$ cat src/design/frop_pkg.sv
// Shared types, sizes and codes of the object pool handle allocator.
package frop_pkg;

	localparam int POOL_SIZE   = 256;
	localparam int HANDLE_W    = 8;
	localparam int QUEUE_DEPTH = 1 << HANDLE_W;
	localparam int COUNT_W     = HANDLE_W + 1;
	localparam int POOL_LIMIT  = (POOL_SIZE < QUEUE_DEPTH) ? POOL_SIZE : QUEUE_DEPTH;

	typedef logic [HANDLE_W-1:0] handle_t;
	typedef logic [COUNT_W-1:0]  count_t;
	typedef logic [1:0]          action_t;
	typedef logic [1:0]          status_t;

	localparam action_t ACT_ALLOC   = 2'd0;
	localparam action_t ACT_TRY     = 2'd1;
	localparam action_t ACT_RELEASE = 2'd2;
	localparam action_t ACT_NONE    = 2'd3;

	localparam status_t STAT_OK         = 2'd0;
	localparam status_t STAT_NONE_FREED = 2'd1;
	localparam status_t STAT_EXHAUSTED  = 2'd2;
	localparam status_t STAT_UNTAKEN    = 2'd3;

	// Controller to datapath commands.
	typedef struct packed {
		logic    load_req;
		logic    pop;
		logic    fresh;
		logic    push;
		logic    res_load;
		status_t res_status;
		logic    out_load;
	} cmd_t;

	// Datapath to controller status.
	typedef struct packed {
		action_t action;
		logic    queue_empty;
		logic    queue_full;
		logic    fresh_left;
		logic    taken_hit;
		logic    out_free;
	} sts_t;

endpackage

$ cat src/design/frop_req_if.sv
// Request channel interface: valid/ready handshake with action and handle.
interface frop_req_if;
	logic              valid;
	logic              ready;
	frop_pkg::action_t action;
	frop_pkg::handle_t handle_in;

	modport source (output valid, output action, output handle_in, input ready);
	modport sink   (input valid, input action, input handle_in, output ready);
endinterface

$ cat src/design/frop_rsp_if.sv
// Response channel interface: valid/ready handshake with handle and status.
interface frop_rsp_if;
	logic              valid;
	logic              ready;
	frop_pkg::handle_t handle_out;
	frop_pkg::status_t status;

	modport source (output valid, output handle_out, output status, input ready);
	modport sink   (input valid, input handle_out, input status, output ready);
endinterface

$ cat src/design/fifo_reuse_object_pool_unit.sv
// Top level of the object pool handle allocator: free-list FIFO with fresh-handle fallback.
// An accepted request moves through the request registers, the result register and the
// output register, and waits in the output register until the sink takes it.
// A new request is taken only after the last one is through accept, execute and hand-off,
// set by the controller sequence and the registered free-list RAM and taken bitmap reads.
// Reset: arst_n clears pointers, counters and the taken bitmap; the free-list RAM is left as is.
module fifo_reuse_object_pool_unit (
	input logic     clk,
	input logic     arst_n,
	frop_req_if.sink   req,
	frop_rsp_if.source rsp
);
	import frop_pkg::*;

	cmd_t cmd;
	sts_t sts;

	// Controller: IDLE takes a request, EXEC decides and updates the pool state,
	// OUT moves the result into the output register once it is free.
	frop_ctrl u_ctrl (
		.clk       (clk),
		.arst_n    (arst_n),
		.req_valid (req.valid),
		.req_ready (req.ready),
		.sts       (sts),
		.cmd       (cmd)
	);

	// Datapath: the free-list RAM always reads at the head, so the oldest freed
	// handle is ready by the time the execute step needs it.
	frop_dpath u_dpath (
		.clk        (clk),
		.arst_n     (arst_n),
		.cmd        (cmd),
		.sts        (sts),
		.req_action (req.action),
		.req_handle (req.handle_in),
		.rsp_valid  (rsp.valid),
		.rsp_ready  (rsp.ready),
		.rsp_handle (rsp.handle_out),
		.rsp_status (rsp.status)
	);
endmodule

$ cat src/design/frop_ram.sv
// Generic single-write, single-read RAM with registered read data.
module frop_ram #(
	parameter int WIDTH = 8,
	parameter int DEPTH = 256
) (
	input  logic                     clk,
	input  logic                     wr_en,
	input  logic [$clog2(DEPTH)-1:0] wr_addr,
	input  logic [WIDTH-1:0]         wr_data,
	input  logic [$clog2(DEPTH)-1:0] rd_addr,
	output logic [WIDTH-1:0]         rd_data
);
	logic [WIDTH-1:0] mem_q [DEPTH];

	always_ff @(posedge clk) begin
		if (wr_en) begin
			mem_q[wr_addr] <= wr_data;
		end
		rd_data <= mem_q[rd_addr];
	end
endmodule

$ cat src/design/frop_dpath.sv
// Datapath: request registers, free FIFO, taken bitmap, fresh counter, result registers.
module frop_dpath (
	input  logic              clk,
	input  logic              arst_n,
	input  frop_pkg::cmd_t    cmd,
	output frop_pkg::sts_t    sts,
	input  frop_pkg::action_t req_action,
	input  frop_pkg::handle_t req_handle,
	output logic              rsp_valid,
	input  logic              rsp_ready,
	output frop_pkg::handle_t rsp_handle,
	output frop_pkg::status_t rsp_status
);
	import frop_pkg::*;

	action_t   action_q;
	handle_t   handle_q;
	logic      taken_hit_q;
	handle_t   head_q;
	handle_t   tail_q;
	count_t    count_q;
	count_t    fresh_q;
	logic      taken_q [QUEUE_DEPTH];
	handle_t   rd_data;
	handle_t   fresh_handle;
	handle_t   taken_addr;
	handle_t   res_handle_q;
	status_t   res_status_q;
	logic      out_valid_q;
	handle_t   out_handle_q;
	status_t   out_status_q;

	frop_ram #(.WIDTH(HANDLE_W), .DEPTH(QUEUE_DEPTH)) u_free_queue (
		.clk     (clk),
		.wr_en   (cmd.push),
		.wr_addr (tail_q),
		.wr_data (handle_q),
		.rd_addr (head_q),
		.rd_data (rd_data)
	);

	assign fresh_handle = fresh_q[HANDLE_W-1:0];

	always_comb begin
		priority if (cmd.pop) begin
			taken_addr = rd_data;
		end else if (cmd.fresh) begin
			taken_addr = fresh_handle;
		end else begin
			taken_addr = handle_q;
		end
	end

	// Sample the taken bit with the request; the bitmap only changes in the execute step.
	always_ff @(posedge clk) begin
		if (cmd.load_req) begin
			action_q    <= req_action;
			handle_q    <= req_handle;
			taken_hit_q <= taken_q[req_handle];
		end
	end

	always_ff @(posedge clk or negedge arst_n) begin
		if (!arst_n) begin
			head_q  <= '0;
			tail_q  <= '0;
			count_q <= '0;
			fresh_q <= '0;
			for (int i = 0; i < QUEUE_DEPTH; i++) begin
				taken_q[i] <= 1'b0;
			end
		end else begin
			if (cmd.pop) begin
				head_q  <= head_q + 1'b1;
				count_q <= count_q - 1'b1;
			end else if (cmd.push) begin
				tail_q  <= tail_q + 1'b1;
				count_q <= count_q + 1'b1;
			end
			if (cmd.fresh) begin
				fresh_q <= fresh_q + 1'b1;
			end
			// Set on a grant, clear on a release.
			if (cmd.pop || cmd.fresh || cmd.push) begin
				taken_q[taken_addr] <= !cmd.push;
			end
		end
	end

	always_ff @(posedge clk) begin
		if (cmd.res_load) begin
			res_status_q <= cmd.res_status;
			priority if (cmd.pop) begin
				res_handle_q <= rd_data;
			end else if (cmd.fresh) begin
				res_handle_q <= fresh_handle;
			end else begin
				res_handle_q <= '0;
			end
		end
		if (cmd.out_load) begin
			out_handle_q <= res_handle_q;
			out_status_q <= res_status_q;
		end
	end

	always_ff @(posedge clk or negedge arst_n) begin
		if (!arst_n) begin
			out_valid_q <= 1'b0;
		end else if (cmd.out_load) begin
			out_valid_q <= 1'b1;
		end else if (rsp_ready) begin
			out_valid_q <= 1'b0;
		end
	end

	assign sts.action      = action_q;
	assign sts.queue_empty = (count_q == '0);
	assign sts.queue_full  = count_q[COUNT_W-1];
	assign sts.fresh_left  = (fresh_q < COUNT_W'(POOL_LIMIT));
	assign sts.taken_hit   = taken_hit_q;
	assign sts.out_free    = !out_valid_q || rsp_ready;

	assign rsp_valid  = out_valid_q;
	assign rsp_handle = out_handle_q;
	assign rsp_status = out_status_q;
endmodule

$ cat src/design/frop_ctrl.sv
// Controller: sequences each request through accept, execute and result hand-off.
module frop_ctrl (
	input  logic           clk,
	input  logic           arst_n,
	input  logic           req_valid,
	output logic           req_ready,
	input  frop_pkg::sts_t sts,
	output frop_pkg::cmd_t cmd
);
	import frop_pkg::*;

	localparam logic [1:0] S_IDLE = 2'd0;
	localparam logic [1:0] S_EXEC = 2'd1;
	localparam logic [1:0] S_OUT  = 2'd2;

	logic [1:0] state_q;
	logic [1:0] state_d;

	always_comb begin
		cmd       = '0;
		state_d   = state_q;
		req_ready = 1'b0;
		unique case (state_q)
			S_IDLE: begin
				req_ready = 1'b1;
				if (req_valid) begin
					cmd.load_req = 1'b1;
					state_d      = S_EXEC;
				end
			end
			S_EXEC: begin
				cmd.res_load   = 1'b1;
				cmd.res_status = STAT_OK;
				unique case (sts.action)
					ACT_ALLOC, ACT_TRY: begin
						priority if (!sts.queue_empty) begin
							cmd.pop = 1'b1;
						end else if (sts.action == ACT_TRY) begin
							cmd.res_status = STAT_NONE_FREED;
						end else if (sts.fresh_left) begin
							cmd.fresh = 1'b1;
						end else begin
							cmd.res_status = STAT_EXHAUSTED;
						end
					end
					ACT_RELEASE: begin
						if (!sts.taken_hit || sts.queue_full) begin
							cmd.res_status = STAT_UNTAKEN;
						end else begin
							cmd.push = 1'b1;
						end
					end
					default: begin
					end
				endcase
				state_d = S_OUT;
			end
			S_OUT: begin
				if (sts.out_free) begin
					cmd.out_load = 1'b1;
					state_d      = S_IDLE;
				end
			end
			default: begin
				state_d = S_IDLE;
			end
		endcase
	end

	always_ff @(posedge clk or negedge arst_n) begin
		if (!arst_n) begin
			state_q <= S_IDLE;
		end else begin
			state_q <= state_d;
		end
	end
endmodule
$ cat src/flat_wrapper.sv
// flat-port wrapper written by rule: the top's interface ports become plain ports
module fifo_reuse_object_pool_unit_flat import frop_pkg::*;
  (clk, arst_n, req_valid, req_action, req_handle_in, req_ready, rsp_valid, rsp_handle_out, rsp_status, rsp_ready);
  frop_req_if req_i ();
  frop_rsp_if rsp_i ();
  input logic clk;
  input logic arst_n;
  input wire logic [$bits(req_i.valid)-1:0] req_valid;
  input wire logic [$bits(req_i.action)-1:0] req_action;
  input wire logic [$bits(req_i.handle_in)-1:0] req_handle_in;
  output wire logic [$bits(req_i.ready)-1:0] req_ready;
  output wire logic [$bits(rsp_i.valid)-1:0] rsp_valid;
  output wire logic [$bits(rsp_i.handle_out)-1:0] rsp_handle_out;
  output wire logic [$bits(rsp_i.status)-1:0] rsp_status;
  input wire logic [$bits(rsp_i.ready)-1:0] rsp_ready;
  assign req_i.valid = req_valid;
  assign req_i.action = req_action;
  assign req_i.handle_in = req_handle_in;
  assign req_ready = req_i.ready;
  assign rsp_valid = rsp_i.valid;
  assign rsp_handle_out = rsp_i.handle_out;
  assign rsp_status = rsp_i.status;
  assign rsp_i.ready = rsp_ready;
  fifo_reuse_object_pool_unit u_core (.clk(clk), .arst_n(arst_n), .req(req_i), .rsp(rsp_i));
endmodule
$ cat config.mk
export PLATFORM = sky130hd
export DESIGN_NAME = fifo_reuse_object_pool_unit_flat
export DESIGN_NICKNAME = d
export VERILOG_FILES = /design/src/design/frop_pkg.sv /design/src/design/frop_req_if.sv /design/src/design/frop_rsp_if.sv /design/src/design/fifo_reuse_object_pool_unit.sv /design/src/design/frop_ram.sv /design/src/design/frop_dpath.sv /design/src/design/frop_ctrl.sv /design/src/flat_wrapper.sv
export SDC_FILE = /design/constraint.sdc
export NUM_CORES = 2
export LEC_CHECK = 0
export ABC_CLOCK_PERIOD_IN_PS = 11400
export BUFFER_PORTS_ARGS = -buffer_cell sky130_fd_sc_hd__buf_2
export CORE_ASPECT_RATIO = 0.5
export CORE_MARGIN = 4
export CORE_UTILIZATION = 51
export DETAILED_ROUTE_END_ITERATION = 8
export PLACE_DENSITY = 0.67
export REMOVE_ABC_BUFFERS = 1
export SLEW_MARGIN = 5
export SYNTH_ARGS = -nofsm -noshare
export SYNTH_HDL_FRONTEND = slang
export SYNTH_SLANG_ARGS = --single-unit
$ cat constraint.sdc
create_clock -name clk -period 11.4 [get_ports clk]
set_clock_uncertainty 0.1 [all_clocks]
set_input_delay 2.28 -clock clk [delete_from_list [all_inputs] [get_ports clk]]
set_output_delay 2.28 -clock clk [all_outputs]
set_load 0.05 [all_outputs]
### After elaboration in Yosys (flattened, before gate mapping)

Memory sizes are Yosys's and may differ from the RTL's. A register that Yosys moved wholly into a read port is not among the register bits.
Cells that the tools add are included.

* register bits after elaboration: 324
* bits in writable memories: 2048
* bits of input ports: 14
* output and inout bits: 12
* word-level logic and storage cells: 341
* memories: 1

* add/sub/neg operators: 5
* $lt $le $gt $ge: 4
* equality and inequality tests: 6
* mux-type cells: 37
* bitwise gates (word level): 3
* reduce and logical (&&, ||, !) cells: 16

Memories
* u_core.u_dpath.u_free_queue.mem_q: words 256, width 8, read ports 1, clocked after memory_dff 1, write ports 1, RTL line frop_ram.sv:13 `logic [WIDTH-1:0] mem_q [DEPTH];`

Operator list (count)
* $bwmux 256: 1
* $mux 8: 4
* $add 9x1->9 const B: 2
* $ge 9x9->1 const B: 2
* $mux 1: 18
* $mux 9: 2
* $not 8->9: 2
* $add 8x1->8 const B: 2
* $mux 2: 7
* $logic_not 9->1: 1
* $lt 9x1->1 const B: 1
* $lt 9x9->1 const B: 1
* $sub 9x1->9 const B: 1
* $bmux 1 s8: 1
* $demux 1 s8: 1
* $mux 6: 1
* $pmux 2 s3: 1
* $eq 2x1->1 const B: 2
* $eq 2x2->1 const B: 2
* $logic_not 2->1: 2
* $logic_or 1x1->1: 4
* $pmux 2 s2: 1
* $reduce_and 2->1: 2
* $reduce_bool 2->1: 2
* other kinds (6): 8

### Longest topological paths before layout

* depth in word-level cells: 14
* gate-level depth with buffers: 13
* gate-level depth less buffers: 11

### By module

Synthesis repeated with hierarchy kept, for this count alone.

* cells, all modules: 5146
* area, all modules: 95217.6 µm²

By module, submodules not included
* frop_ram: instances 1, cells each 3733, area each 79556.3 µm², seq. area each 61659.1 µm²
* frop_dpath: instances 1, cells each 1388, area each 15468.6 µm², seq. area each 8212.9 µm²
* frop_ctrl: instances 1, cells each 25, area each 192.7 µm², seq. area each 50.0 µm²

### Worst setup path after synthesis

Ideal clock, no wire load.

* kind: reg-to-reg
* start point: register u_core.u_dpath.handle_q[2]
* end point: register u_core.u_dpath.taken_q[127] in the netlist's numbering
* library setup time: 127 ps
* data arrival time: 5043 ps
* data required time: 11173 ps
* setup slack: 6130 ps
* stages on the path, launching flop included: 7
* buffers on the path: 1
* period minus slack after synthesis: 5270 ps
* path through: edfxtp_1 nor3_1 o32ai_4 nor3_4 buf_4 nand3_1 mux2_1

* longest elaborated chain between the ends: 8
* elaborated cells between the ends (all ways): 9
* classes of those cells: order compare (2); mux (5); bitwise (1); reduce/logical (1)

RTL lines
* from (decl): RTL line frop_dpath.sv:17 `handle_t handle_q;`
* from (signal assigned): RTL line frop_dpath.sv:58 `handle_q <= req_handle;`
* $mux 8 *: RTL line frop_dpath.sv:47 `end else if (cmd.fresh) begin`
* $mux 8 *: RTL line frop_dpath.sv:45 `priority if (cmd.pop) begin`
* $not 8->9 *: RTL line frop_dpath.sv:85 `taken_q[taken_addr] <= !cmd.push;`
* $ge 9x9->1 (implied by the code) or $lt 9x1->1 (tied branches): RTL line frop_dpath.sv:85
* $logic_and 1x1->1 (implied by the code): RTL line frop_dpath.sv:85
* $mux 1 (implied by the code): RTL line frop_dpath.sv:85
* $demux 1 s8 *: RTL line frop_dpath.sv:85
* $bwmux 256 *: RTL line frop_dpath.sv:85
* to (signal, indexed assignment): RTL line frop_dpath.sv:85
* to (decl): RTL line frop_dpath.sv:23 `logic taken_q [QUEUE_DEPTH];`

Every way passes the cells marked *; elsewhere a longest branch is shown, timed or not.
A chain may end at the register's enable or synchronous reset.

### Worst setup path after layout

* start point: input req_handle_in[1]
* end point: register u_core.u_dpath.taken_hit_q (data pin)

* longest elaborated chain between the ends: 4

RTL lines
* from (decl): RTL line flat_wrapper.sv:10 `input wire logic [$bits(req_i.handle_in)-1:0] req_handle_in;`
* $not 8->9 (implied by the code): RTL line frop_dpath.sv:59 `taken_hit_q <= taken_q[req_handle];`
* $bmux 1 s8: RTL line frop_dpath.sv:59
* $mux 1 (implied by the code) (2 in a row): RTL line frop_dpath.sv:59
* to (signal assigned): RTL line frop_dpath.sv:59
* to (decl): RTL line frop_dpath.sv:18 `logic taken_hit_q;`

No other way between the ends. The select of a mux whose other input is x is not followed.

==> impl_metrics.yaml <==
outcome:
  status: "finished, final reports clean"
setup_path:
  r2r-start: "u_core.u_dpath.head_q[1]"
  path_depth: 9
  required_ns: 12.00
  crit_fanout: 47
  crit_family: "simple AND/OR/NAND/NOR gates"
  critPathLaunch: "req_handle_in[1]"
  crit_buf_inv: 2
  rrSetupSlack_ns: 6.49
  r2r_cells: 9
  path_class: "in -> reg"
  path_cells: "buf_4 -> buf_4 -> nand3_1 -> o22ai_1 -> or4b_2 -> a211oi_1 -> or4_1 -> a211oi_1 -> a211o_1"
  cpPeakStageDelay_ns: 0.70
  crit_arrival_ns: 5.57
  start_kind: "input pin"
  crit_slowest_cell: "buf_4"
  end_kind: "flop"
sta:
  max_slew_margin: 0.193
  clock.fmax_mhz: 201
  setup_viol: 0
  rsz0062_at_grt: "false"
  min_period_ns: 4.97
  finalMaxSlewViolations: 0
  tightest_slew_ns: 1.21
  hold_viol: 0
  fin_crit_sh: 0.436
  timing.final.ws_setup_ns: 6.43
clock_network:
  clock_path_buffers: 4
  cts.sink_count: 2380
  cts_tree: "built"
  cts_resized: 0
  postCtsHoldBufs: 0
  h-tree-depth: 4
  worstSkewPairLatency_ns: 0.86
  path_clk_slew_ns: 0.07
  numCtsBuffers: 209
  cts_setup_buffers: 0
  cts-root-buf: "clkbuf_16"
yosys:
  ys_seq_area_frac: 0.733
  yosysTopAreaCell: "edfxtp_1"
  syn_area_sq_um: 95300
  yosys_warnings: 0
  synth_common_cells: "2079 x edfxtp_1, 540 x mux4_2, 323 x nor2_1"
  ys.flop_type: "edfxtp_1"
  yosys.cell_count.top_type: "edfxtp_1"
  yosys-top-cells-area: "edfxtp_1 65%, mux4_2 13%, dfrtp_1 7.7%"
  yosysTopAreaCellShare: 0.655
  netlist_instances: 5118
  synth_cell_types: 87
  synth.avg_cell_area_sq_um: 18.6
  synthArstFlopShare: 0.123
  synth_edf_count: 2079
  synth-seq-cells: 2380
floorplan:
  ioPinCount: 26
  chipHeight_um: 314
  start_util: 0.517
  num_rows: 111
  dieArea_sq_um: 194000
  fp.dieW_um: 619
  coreArea_sq_um: 184000
routing:
  wl_um: 234000
  ant_nets: 0
  wl_per_cell_um: 30.2
  drc: 0
  vias: 50500
  firstDrtPassIters: 6
  first_iter_violations: 6881
  drt-vias-per-instance: 6.52
worst_hold_path:
  hold_class: "reg -> reg"
  hold_start: "u_core.u_dpath.res_handle_q[4]"
  min_path_cells: 0
placement:
  post-place-ws_ns: 5.67
  port_buffers: 25
  dp_hpwl_um: 141000
  place_congestion: 0.861
grt:
  grt_max_degree: 188
  grt_use_total: 0.241
  grt_first_pass_wirelength_um: 346000
  grt_pass1_vias: 49500
  antenna_found_initial: 7
  grt_overflow: 0
final_layout:
  syn_to_final_growth_pct: 9.71
  n_antenna_cell: 0
  final_util: 0.567
  finalNetCount: 5127
  drive_gt1_frac: 0.206
pwr:
  p_leak_uw: 0.0338
  p_per_area_nw_per_um2: 212
  vdd_drop_max_mv: 0.167
flow_run:
  maxCapViolCount: 0
==> kinds of logic (layout without fill, tap and decap cells) <==
kind of cell / count (synthesis) / count (layout) / synth area share
flops: 2380 / 2380 / 0.733
compound gates: 847 / 847 / 0.0549
mux: 802 / 802 / 0.156
simple gates: 668 / 668 / 0.0341
buf+inv: 379 / 520 / 0.0171
xor+xnor: 28 / 28 / 0.00257
fa+ha+maj: 14 / 14 / 0.00192
==> sequential cells by signal, indices dropped and copies added, names as in the netlist, 8 cells and up <==
| name | count |
|---|---|
| u_core.u_dpath.handle_q | 8 |
| u_core.u_dpath.tail_q | 8 |
| u_core.u_dpath.rsp_handle | 8 |
| u_core.u_dpath.count_q | 9 |
| u_core.u_dpath.res_handle_q | 8 |
| u_core.u_dpath.u_free_queue.mem_q | 2048 |
| u_core.u_dpath.fresh_q | 9 |
| u_core.u_dpath.u_free_queue.rd_data | 8 |
| u_core.u_dpath.taken_q | 256 |
| u_core.u_dpath.head_q | 8 |
==> power by group <==
group	switching [uW]	total, uW	internal, uW
Combinational	2930	5110	2180
Sequential	269	10100	9840
Clock	3120	6930	3810
==> cell usage in the layout, fill, tap and decap left out, types with 39 or more instances in the layout <==
| cell | instances |
|---|---|
| clkbuf_1 | 44 |
| nor2_1 | 322 |
| a21oi_1 | 255 |
| clkbuf_16 | 212 |
| clkinv_1 | 39 |
| a31oi_1 | 231 |
| o22ai_1 | 87 |
| nand2_1 | 131 |
| mux2_2 | 44 |
| dfrtp_1 | 289 |
| mux2i_1 | 196 |
| buf_4 | 102 |
| o21ai_0 | 91 |
| mux4_2 | 540 |
| edfxtp_1 | 2079 |
| a22oi_1 | 53 |
| nand3_1 | 44 |
==> routing by layer <==
metal  vias to the layer above  track usage  share of wire
li1                      20900            -              -
met1                     26700        0.362           0.42
met2                      2525        0.366           0.47
met3                       384       0.0482          0.092
met4                        10       0.0611          0.026
met5                         -            0        0.00045
==> final timing paths <==
check | endpoint
max | u_core.u_dpath.taken_hit_q
min reg2reg | u_core.u_dpath.rsp_handle[4]
min | u_core.u_dpath.rsp_handle[4]
max in group asynchronous | u_core.u_dpath.taken_q[159]
max reg2reg | u_core.u_dpath.u_free_queue.rd_data[6]
min in group asynchronous | u_core.u_dpath.taken_q[244]
==> area by class of cell <==
cell class,count,area (sq um)
sequential,2380,69900
inverter,16,65.1
multi-input combinational,2359,23900
clock buffer,263,5560
timing repair buffer,133,1050
tap,2486,3110
fill,13600,79900
clock inverter,108,956
==> through the flow <==
stage	std cells	hold WS (ns)	total power (uW)	area, sq um	setup TNS, ns
after global routing	7745	0.335	23000	105000	0
final	7745	0.320	22200	105000	0
after global placement	7374	0.305	15300	98100	0
after CTS	7745	0.324	22200	105000	0
after floorplan	4755	0.300	15200	93800	-140.67
after detailed placement	7374	0.309	15400	98100	0
(Power assumes the default switching activity.)
